[config.mk]
export PLATFORM = sky130hd
export DESIGN_NAME = indexed_ordered_list_store_unit
export DESIGN_NICKNAME = d
export VERILOG_FILES = /design/src/hdl/iols_pkg.sv /design/src/hdl/iols_ram.sv /design/src/hdl/indexed_ordered_list_store_unit.sv
export SDC_FILE = /design/constraint.sdc
export NUM_CORES = 1
export LEC_CHECK = 0
export ABC_AREA = 1
export BUFFER_PORTS_ARGS = -buffer_cell sky130_fd_sc_hd__buf_2
export CORE_MARGIN = 3
export CORE_UTILIZATION = 50
export CTS_BUF_LIST = sky130_fd_sc_hd__clkbuf_8
export CTS_CLUSTER_SIZE = 12
export DETAILED_ROUTE_END_ITERATION = 10
export GPL_ROUTABILITY_DRIVEN = 0
export MAX_ROUTING_LAYER = met4
export PLACE_DENSITY = 0.69
export SYNTH_ARGS = -nofsm -noshare
export SYNTH_HDL_FRONTEND = slang
export SYNTH_SLANG_ARGS = --single-unit
[constraint.sdc]
create_clock -name clk -period 3.13 [get_ports clk]
set_input_delay 0.1565 -clock clk [delete_from_list [all_inputs] [get_ports clk]]
set_output_delay 0.1565 -clock clk [all_outputs]
set_load 0.005 [all_outputs]
[src/hdl/iols_pkg.sv]
// shared types and constants for the indexed ordered list store
// no dependencies; used by iols_ram users and the top level
`default_nettype none

package iols_pkg;

    // number of list entries held in the entry memory
    localparam int DEPTH = 16;
    // entry memory address width
    localparam int IDX_W = $clog2(DEPTH);
    // field widths fixed by the port list
    localparam int CNT_W = 5;
    localparam int POS_W = 5;
    localparam int DATA_W = 32;

    typedef enum logic [1:0] {
        OP_INSERT = 2'd0,
        OP_DELETE = 2'd1,
        OP_READ   = 2'd2,
        OP_NONE   = 2'd3
    } op_t;

    typedef enum logic [1:0] {
        ST_OK      = 2'd0,
        ST_BAD_POS = 2'd1,
        ST_FULL    = 2'd2
    } status_t;

endpackage

`default_nettype wire

[src/hdl/iols_ram.sv]
// generic simple dual-port ram: one write port, one registered read port
// no dependencies
`default_nettype none

module iols_ram #(
    parameter int DATA_W = 32,
    parameter int ADDR_W = 4
) (
    input  wire logic              clk,
    input  wire logic              we,
    input  wire logic [ADDR_W-1:0] waddr,
    input  wire logic [DATA_W-1:0] wdata,
    input  wire logic              re,
    input  wire logic [ADDR_W-1:0] raddr,
    output logic      [DATA_W-1:0] rdata
);

    logic [DATA_W-1:0] mem [2**ADDR_W];

    always_ff @(posedge clk)
    begin
        if (we)
        begin
            mem[waddr] <= wdata;
        end
    end

    always_ff @(posedge clk)
    begin
        if (re)
        begin
            rdata <= mem[raddr];
        end
    end

endmodule

`default_nettype wire

[src/hdl/indexed_ordered_list_store_unit.sv]
// indexed ordered list store: top level, sequencer over the entry memory
// depends on iols_pkg and iols_ram
// sequencing: a bad, full or unused-op beat gives its done strobe in the cycle
// after start; a read passes through S_READ first; an insert or delete that
// moves n entries passes through S_SHIFT, where one memory port pair moves one
// entry per cycle. start is taken again once busy drops; the receiver cannot
// stall, each done beat is taken in its own cycle.
// reset: count and control clear at once; entry memory is not cleared.
`default_nettype none

module indexed_ordered_list_store_unit (
    input  wire logic                             clk,
    input  wire logic                             rst_n,
    input  wire logic                             start,
    output logic                                  busy,
    input  wire logic [1:0]                       op,
    input  wire logic [iols_pkg::POS_W-1:0]       position,
    input  wire logic signed [iols_pkg::DATA_W-1:0] value_in,
    output logic                                  done,
    output logic [1:0]                            status,
    output logic signed [iols_pkg::DATA_W-1:0]    value_out,
    output logic [iols_pkg::CNT_W-1:0]            count_after
);

    // one-hot sequencer states
    typedef enum logic [2:0] {
        S_IDLE  = 3'b001,
        S_SHIFT = 3'b010,
        S_READ  = 3'b100
    } state_t;

    state_t state_reg, state_next;

    // list length and shift bookkeeping
    logic [iols_pkg::CNT_W-1:0]  count_reg, count_next;
    logic [iols_pkg::IDX_W-1:0]  idx_reg, idx_next;        // next entry to read
    logic [iols_pkg::CNT_W-1:0]  rem_reg, rem_next;        // entries left to move
    logic                        pend_reg, pend_next;      // read data waits for a write
    logic [iols_pkg::IDX_W-1:0]  pend_addr_reg, pend_addr_next;
    logic                        down_reg, down_next;      // insert moves toward the end
    logic [iols_pkg::IDX_W-1:0]  pos_reg, pos_next;
    logic [iols_pkg::DATA_W-1:0] val_reg, val_next;

    // result registers
    logic                        done_reg, done_next;
    iols_pkg::status_t           status_reg, status_next;
    logic [iols_pkg::DATA_W-1:0] value_reg, value_next;

    // memory port signals
    logic                        mem_we;
    logic [iols_pkg::IDX_W-1:0]  mem_waddr;
    logic [iols_pkg::DATA_W-1:0] mem_wdata;
    logic                        mem_re;
    logic [iols_pkg::IDX_W-1:0]  mem_raddr;
    logic [iols_pkg::DATA_W-1:0] mem_rdata;

    logic accept;

    assign accept = start && (state_reg == S_IDLE);
    assign busy   = (state_reg != S_IDLE);

    iols_ram #(
        .DATA_W (iols_pkg::DATA_W),
        .ADDR_W (iols_pkg::IDX_W)
    ) u_ram (
        .clk   (clk),
        .we    (mem_we),
        .waddr (mem_waddr),
        .wdata (mem_wdata),
        .re    (mem_re),
        .raddr (mem_raddr),
        .rdata (mem_rdata)
    );

    always_comb
    begin
        state_next     = state_reg;
        count_next     = count_reg;
        idx_next       = idx_reg;
        rem_next       = rem_reg;
        pend_next      = pend_reg;
        pend_addr_next = pend_addr_reg;
        down_next      = down_reg;
        pos_next       = pos_reg;
        val_next       = val_reg;
        done_next      = 1'b0;
        status_next    = status_reg;
        value_next     = value_reg;
        mem_we         = 1'b0;
        mem_waddr      = pend_addr_reg;
        mem_wdata      = mem_rdata;
        mem_re         = 1'b0;
        mem_raddr      = idx_reg;

        unique case (state_reg)
            S_IDLE:
            begin
                if (accept)
                begin
                    pos_next   = position[iols_pkg::IDX_W-1:0];
                    val_next   = value_in;
                    pend_next  = 1'b0;
                    value_next = '0;
                    case (iols_pkg::op_t'(op))
                        iols_pkg::OP_INSERT:
                        begin
                            if (position > count_reg)
                            begin
                                done_next   = 1'b1;
                                status_next = iols_pkg::ST_BAD_POS;
                            end
                            else if (count_reg == iols_pkg::CNT_W'(iols_pkg::DEPTH))
                            begin
                                done_next   = 1'b1;
                                status_next = iols_pkg::ST_FULL;
                            end
                            else
                            begin
                                // walk from the last entry back to position
                                down_next  = 1'b1;
                                idx_next   = iols_pkg::IDX_W'(count_reg - 1'b1);
                                rem_next   = count_reg - position;
                                state_next = S_SHIFT;
                            end
                        end
                        iols_pkg::OP_DELETE:
                        begin
                            if (position >= count_reg)
                            begin
                                done_next   = 1'b1;
                                status_next = iols_pkg::ST_BAD_POS;
                            end
                            else
                            begin
                                // walk from the entry after position to the end
                                down_next  = 1'b0;
                                idx_next   = iols_pkg::IDX_W'(position + 1'b1);
                                rem_next   = count_reg - position - 1'b1;
                                state_next = S_SHIFT;
                            end
                        end
                        iols_pkg::OP_READ:
                        begin
                            if (position >= count_reg)
                            begin
                                done_next   = 1'b1;
                                status_next = iols_pkg::ST_BAD_POS;
                            end
                            else
                            begin
                                mem_re     = 1'b1;
                                mem_raddr  = position[iols_pkg::IDX_W-1:0];
                                state_next = S_READ;
                            end
                        end
                        default:
                        begin
                            // unused op: plain ok beat, list untouched
                            done_next   = 1'b1;
                            status_next = iols_pkg::ST_OK;
                        end
                    endcase
                end
            end

            S_SHIFT:
            begin
                // write port: pending move first, then the new value on insert
                if (pend_reg)
                begin
                    mem_we = 1'b1;
                end
                else if (rem_reg == '0)
                begin
                    mem_we     = down_reg;
                    mem_waddr  = pos_reg;
                    mem_wdata  = val_reg;
                    done_next  = 1'b1;
                    status_next = iols_pkg::ST_OK;
                    count_next = down_reg ? count_reg + 1'b1 : count_reg - 1'b1;
                    state_next = S_IDLE;
                end

                // read port: fetch the next entry to move
                if (rem_reg != '0)
                begin
                    mem_re         = 1'b1;
                    pend_next      = 1'b1;
                    pend_addr_next = down_reg ? mem_raddr + 1'b1 : mem_raddr - 1'b1;
                    idx_next       = down_reg ? idx_reg - 1'b1 : idx_reg + 1'b1;
                    rem_next       = rem_reg - 1'b1;
                end
                else
                begin
                    pend_next = 1'b0;
                end
            end

            S_READ:
            begin
                value_next  = mem_rdata;
                status_next = iols_pkg::ST_OK;
                done_next   = 1'b1;
                state_next  = S_IDLE;
            end

            default:
            begin
                state_next = S_IDLE;
            end
        endcase
    end

    // control state
    always_ff @(posedge clk or negedge rst_n)
    begin
        if (!rst_n)
        begin
            state_reg <= S_IDLE;
            count_reg <= '0;
            pend_reg  <= 1'b0;
            done_reg  <= 1'b0;
        end
        else
        begin
            state_reg <= state_next;
            count_reg <= count_next;
            pend_reg  <= pend_next;
            done_reg  <= done_next;
        end
    end

    // payload and bookkeeping, no reset needed
    always_ff @(posedge clk)
    begin
        idx_reg       <= idx_next;
        rem_reg       <= rem_next;
        pend_addr_reg <= pend_addr_next;
        down_reg      <= down_next;
        pos_reg       <= pos_next;
        val_reg       <= val_next;
        status_reg    <= status_next;
        value_reg     <= value_next;
    end

    // result beat: count_reg already reflects this operation while done is high
    assign done        = done_reg;
    assign status      = status_reg;
    assign value_out   = value_reg;
    assign count_after = count_reg;

`ifndef SYNTHESIS
    // list length never exceeds the memory depth
    a_count_range: assert property (@(posedge clk) disable iff (!rst_n)
        count_reg <= iols_pkg::CNT_W'(iols_pkg::DEPTH))
        else $error("list count above depth");

    // an accepted beat either finishes at once or keeps the unit busy
    a_accept_progress: assert property (@(posedge clk) disable iff (!rst_n)
        accept |=> (done_reg || busy))
        else $error("accepted beat dropped");

    // full status only when the list really is full
    a_full_status: assert property (@(posedge clk) disable iff (!rst_n)
        (done_reg && status_reg == iols_pkg::ST_FULL)
            |-> count_reg == iols_pkg::CNT_W'(iols_pkg::DEPTH))
        else $error("full status on a list with room");

    // a nonzero read value only comes with an ok status
    a_value_ok: assert property (@(posedge clk) disable iff (!rst_n)
        (done_reg && value_reg != '0) |-> status_reg == iols_pkg::ST_OK)
        else $error("value on a failed beat");
`endif

endmodule

`default_nettype wire
==> run_results.csv <==
group,metric,value,unit
timing,fmax,0.320,GHz
worst_setup_path,critPathCaptureType,"flip-flop",
floorplan,start_util,0.507,
cells_and_area,stdcell_area,32700,um2
power_and_ir_drop,clkPwrFrac,0.313,
timing,min_period,3.12,ns
timing,fin_hold_ws,0.103,ns
timing,fin_skew,0.0321,ns
clock_tree,numCtsBuffers,102,
cells_and_area,final_cell_mix,"628 x edfxtp_1, 527 x nand3_1, 524 x inv_1, 456 x nand2_1, 105 x clkbuf_8",
placement,dpl.hpwl,41.0,mm
timing,finalCritPeriodShare,0.998,
floorplan,die-area,58900,um2
power_and_ir_drop,switching_power,0.00619,W
timing,slew_viol_final,0,
timing,relSlewSlack,0.549,
global_route,grt_first_pass_wirelength,113,mm
clock_tree,clkTransAtPathRegs,0.06,ns
cells_and_area,fillers,4435,
global_route,overflow,0,
power_and_ir_drop,power_frac_comb,0.195,
route,drc,0,
timing,setup_viol,0,
timing,hold_viol_final,0,
global_route,grt_pass1_vias,19600,
logic_synthesis,yosysWarnings,0,
placement,pre_cts_slack,0.0305,ns
worst_setup_path,crit_arrival,3.49,ns
placement,dp_cells,3382,
route,drt-vias-per-instance,5.52,
worst_setup_path,start_kind,"flip-flop",
worst_setup_path,crit_type,"flip-flop to flip-flop",
job,cap_violations,0,
floorplan,die-width,243,um
route,drt_iter0_drc,2321,
logic_synthesis,synth_edf_count,628,
power_and_ir_drop,swShare,0.299,
route,routedWlPerCell,21.0,um
logic_synthesis,synth-main-ff-cell,"edfxtp_1",
cells_and_area,regMostFlops,"u_ram.mem",
logic_synthesis,ys_seq_area_frac,0.682,
cells_and_area,drive_gt1_frac,0.135,
power_and_ir_drop,peakVddDrop,0.336,mV
cells_and_area,largest_reg_flops,512,
clock_tree,tritoncts,"built",
timing,tightest_slew,0.676,ns
clock_tree,htreeDepth,3,
cells_and_area,final_cells,3623,
power_and_ir_drop,p_leak,13.7,nW
hold_path,min_path_type,"primary input to flip-flop",
logic_synthesis,synth_nets,2630,
global_route,grt_usage,0.259,
worst_setup_path,reg2reg_from,"state_reg[1]$_DFFE_PN0P_",
clock_tree,clock_sinks,638,
logic_synthesis,syn_area,28000,um2
power_and_ir_drop,p_int,0.0145,W
timing,rsz0062_at_grt,"yes",
placement,placedInstanceArea,30300,um2
floorplan,rows,86,
floorplan,die_h,243,um
worst_setup_path,crit_required,3.50,ns
cells_and_area,layout_commonest_cell,"edfxtp_1",
global_route,antenna_found_initial,1,
logic_synthesis,synth.avg_cell_area,10.9,um2
timing,setup_slack,0.00605,ns
worst_setup_path,timing.rr.end,"u_ram.mem[10][25]$_DFFE_PP_",
floorplan,ios,83,
power_and_ir_drop,p_per_area,633,nW/um2
route,drtAntennaViolNets,0,
clock_tree,cts-root-buf,"clkbuf_8",
floorplan,core,55300,um2
worst_setup_path,reg2regPathDepth,11,
clock_tree,cts_buffer_depth,3,
cells_and_area,finalCoreUtilization,0.591,
clock_tree,clk_latency,0.69,ns
worst_setup_path,crit_path_max_fanout,11,
placement,portBuffers,82,
route,dr.pass1.iters,7,
route,wl,76.1,mm
global_route,grt_max_degree,98,
logic_synthesis,async_reset_ff_frac,0.0157,
cells_and_area,nets,2853,
worst_setup_path,setup.worst_path.start,"state_reg[1]$_DFFE_PN0P_",
power_and_ir_drop,p_seq_frac,0.492,
logic_synthesis,netlist_instances,2569,
worst_setup_path,crit_end,"u_ram.mem[10][25]$_DFFE_PP_",
status,status,"complete, no violations",
logic_synthesis,synth-seq-cells,638,
route,num_vias,20000,
worst_setup_path,rrSetupSlack,0.006,ns
cells_and_area,area_growth_syn_to_layout,16.7,%
logic_synthesis,netlist-cell-type-count,40,
cell type report:
class	count	area [um2]	area share
Multi-Input combinational cell	1301	6660	0.204
Tap cell	748	936	0.0286
Timing Repair Buffer	249	2300	0.0703
Clock buffer	105	1450	0.0442
Inverter	500	1880	0.0574
Sequential cell	638	19100	0.584
Clock inverter	81	368	0.0112
Antenna cell	1	2.50	0.0000765
layer usage:
metal	GRT usage	part of all wire
met1	0.331	0.39
met2	0.412	0.48
met3	0.0462	0.096
met4	0.107	0.036
met5	-	0
cells in the mapped netlist (2+ instances only):
master | n | area share
a21oi_1 | 16 | 0.0029
buf_4 | 15 | 0.0040
nand2_2 | 3 | 0.00067
a211oi_1 | 3 | 0.00080
inv_1 | 492 | 0.066
nor2_2 | 2 | 0.00045
inv_2 | 5 | 0.00067
or2_2 | 7 | 0.0016
edfxtp_1 | 628 | 0.67
o211ai_1 | 5 | 0.0013
nand4_2 | 2 | 0.00089
o21ai_0 | 48 | 0.0086
dfrtp_1 | 9 | 0.0080
clkbuf_1 | 49 | 0.0066
a31oi_1 | 3 | 0.00067
buf_1 | 8 | 0.0011
nand3_1 | 528 | 0.094
o21bai_1 | 2 | 0.00054
ha_1 | 18 | 0.0080
clkinv_1 | 3 | 0.00040
nand3b_1 | 96 | 0.026
xor2_1 | 9 | 0.0028
nor2_1 | 64 | 0.0086
xnor2_1 | 7 | 0.0022
o21ai_1 | 8 | 0.0014
nand4_1 | 2 | 0.00045
nor3_1 | 7 | 0.0013
buf_2 | 60 | 0.011
nand2_1 | 459 | 0.061
how the worst min path moves through the flow:
stage | startpoint | to | slack, ns | cells after the start
after floorplan | rst_n | count_after[0]$_DFFE_PN0P_ | -0.14 | 0
after global placement | rst_n | count_after[0]$_DFFE_PN0P_ | 0.03 | 1
after detailed placement | rst_n | count_after[0]$_DFFE_PN0P_ | 0.03 | 1
after CTS | op[0] | status[1]$_SDFFCE_PP0P_ | 0.03 | 4
after global routing | op[0] | status[1]$_SDFFCE_PP0P_ | 0.1 | 4
final | op[0] | status[1]$_SDFFCE_PP0P_ | 0.10 | 4
power groups by stage:
stage / Clock, W / Combinational [W] / Sequential, W
after floorplan: 0 / 0.00229 / 0.0104
after global placement: 0 / 0.00373 / 0.0104
after detailed placement: 0 / 0.00382 / 0.0104
after CTS: 0.00660 / 0.00388 / 0.0102
after global routing: 0.00700 / 0.00437 / 0.0102
final: 0.00648 / 0.00404 / 0.0102
critical path: stages, from the launching register on:
cell	delay (ns)
dfrtp_1	0.36
clkinv_1	0.17
nor3_4	0.36
inv_2	0.07
nor2_1	0.20
inv_2	0.09
nor2_4	0.17
inv_2	0.10
o21ai_1	0.39
nand2_1	0.37
nor2_4	0.24
buf_4	0.28
cells by family after synthesis:
group	Yosys count	share of synthesized area
compound gates	89	0.0173
flops	638	0.682
fa+ha+maj	19	0.00875
buf+inv	632	0.0894
simple gates	1175	0.198
xor+xnor	16	0.00500
metrics by stage:
stage	setup TNS [ns]	total power, W
2_1_floorplan	-127.63	0.0126
3_3_place_gp	0	0.0141
3_5_place_dp	0	0.0142
4_1_cts	0	0.0207
5_1_grt	-5.29	0.0216
6_report	0	0.0207
timing repair:
item                                    CTS  global route
endpoints found under the hold margin    53             0
buffers inserted                          0             8
endpoints found under the setup margin    0           237
gates resized for setup                   0            11
hold buffers                             41             0
Note: power is estimated with default switching activity, not from simulation.
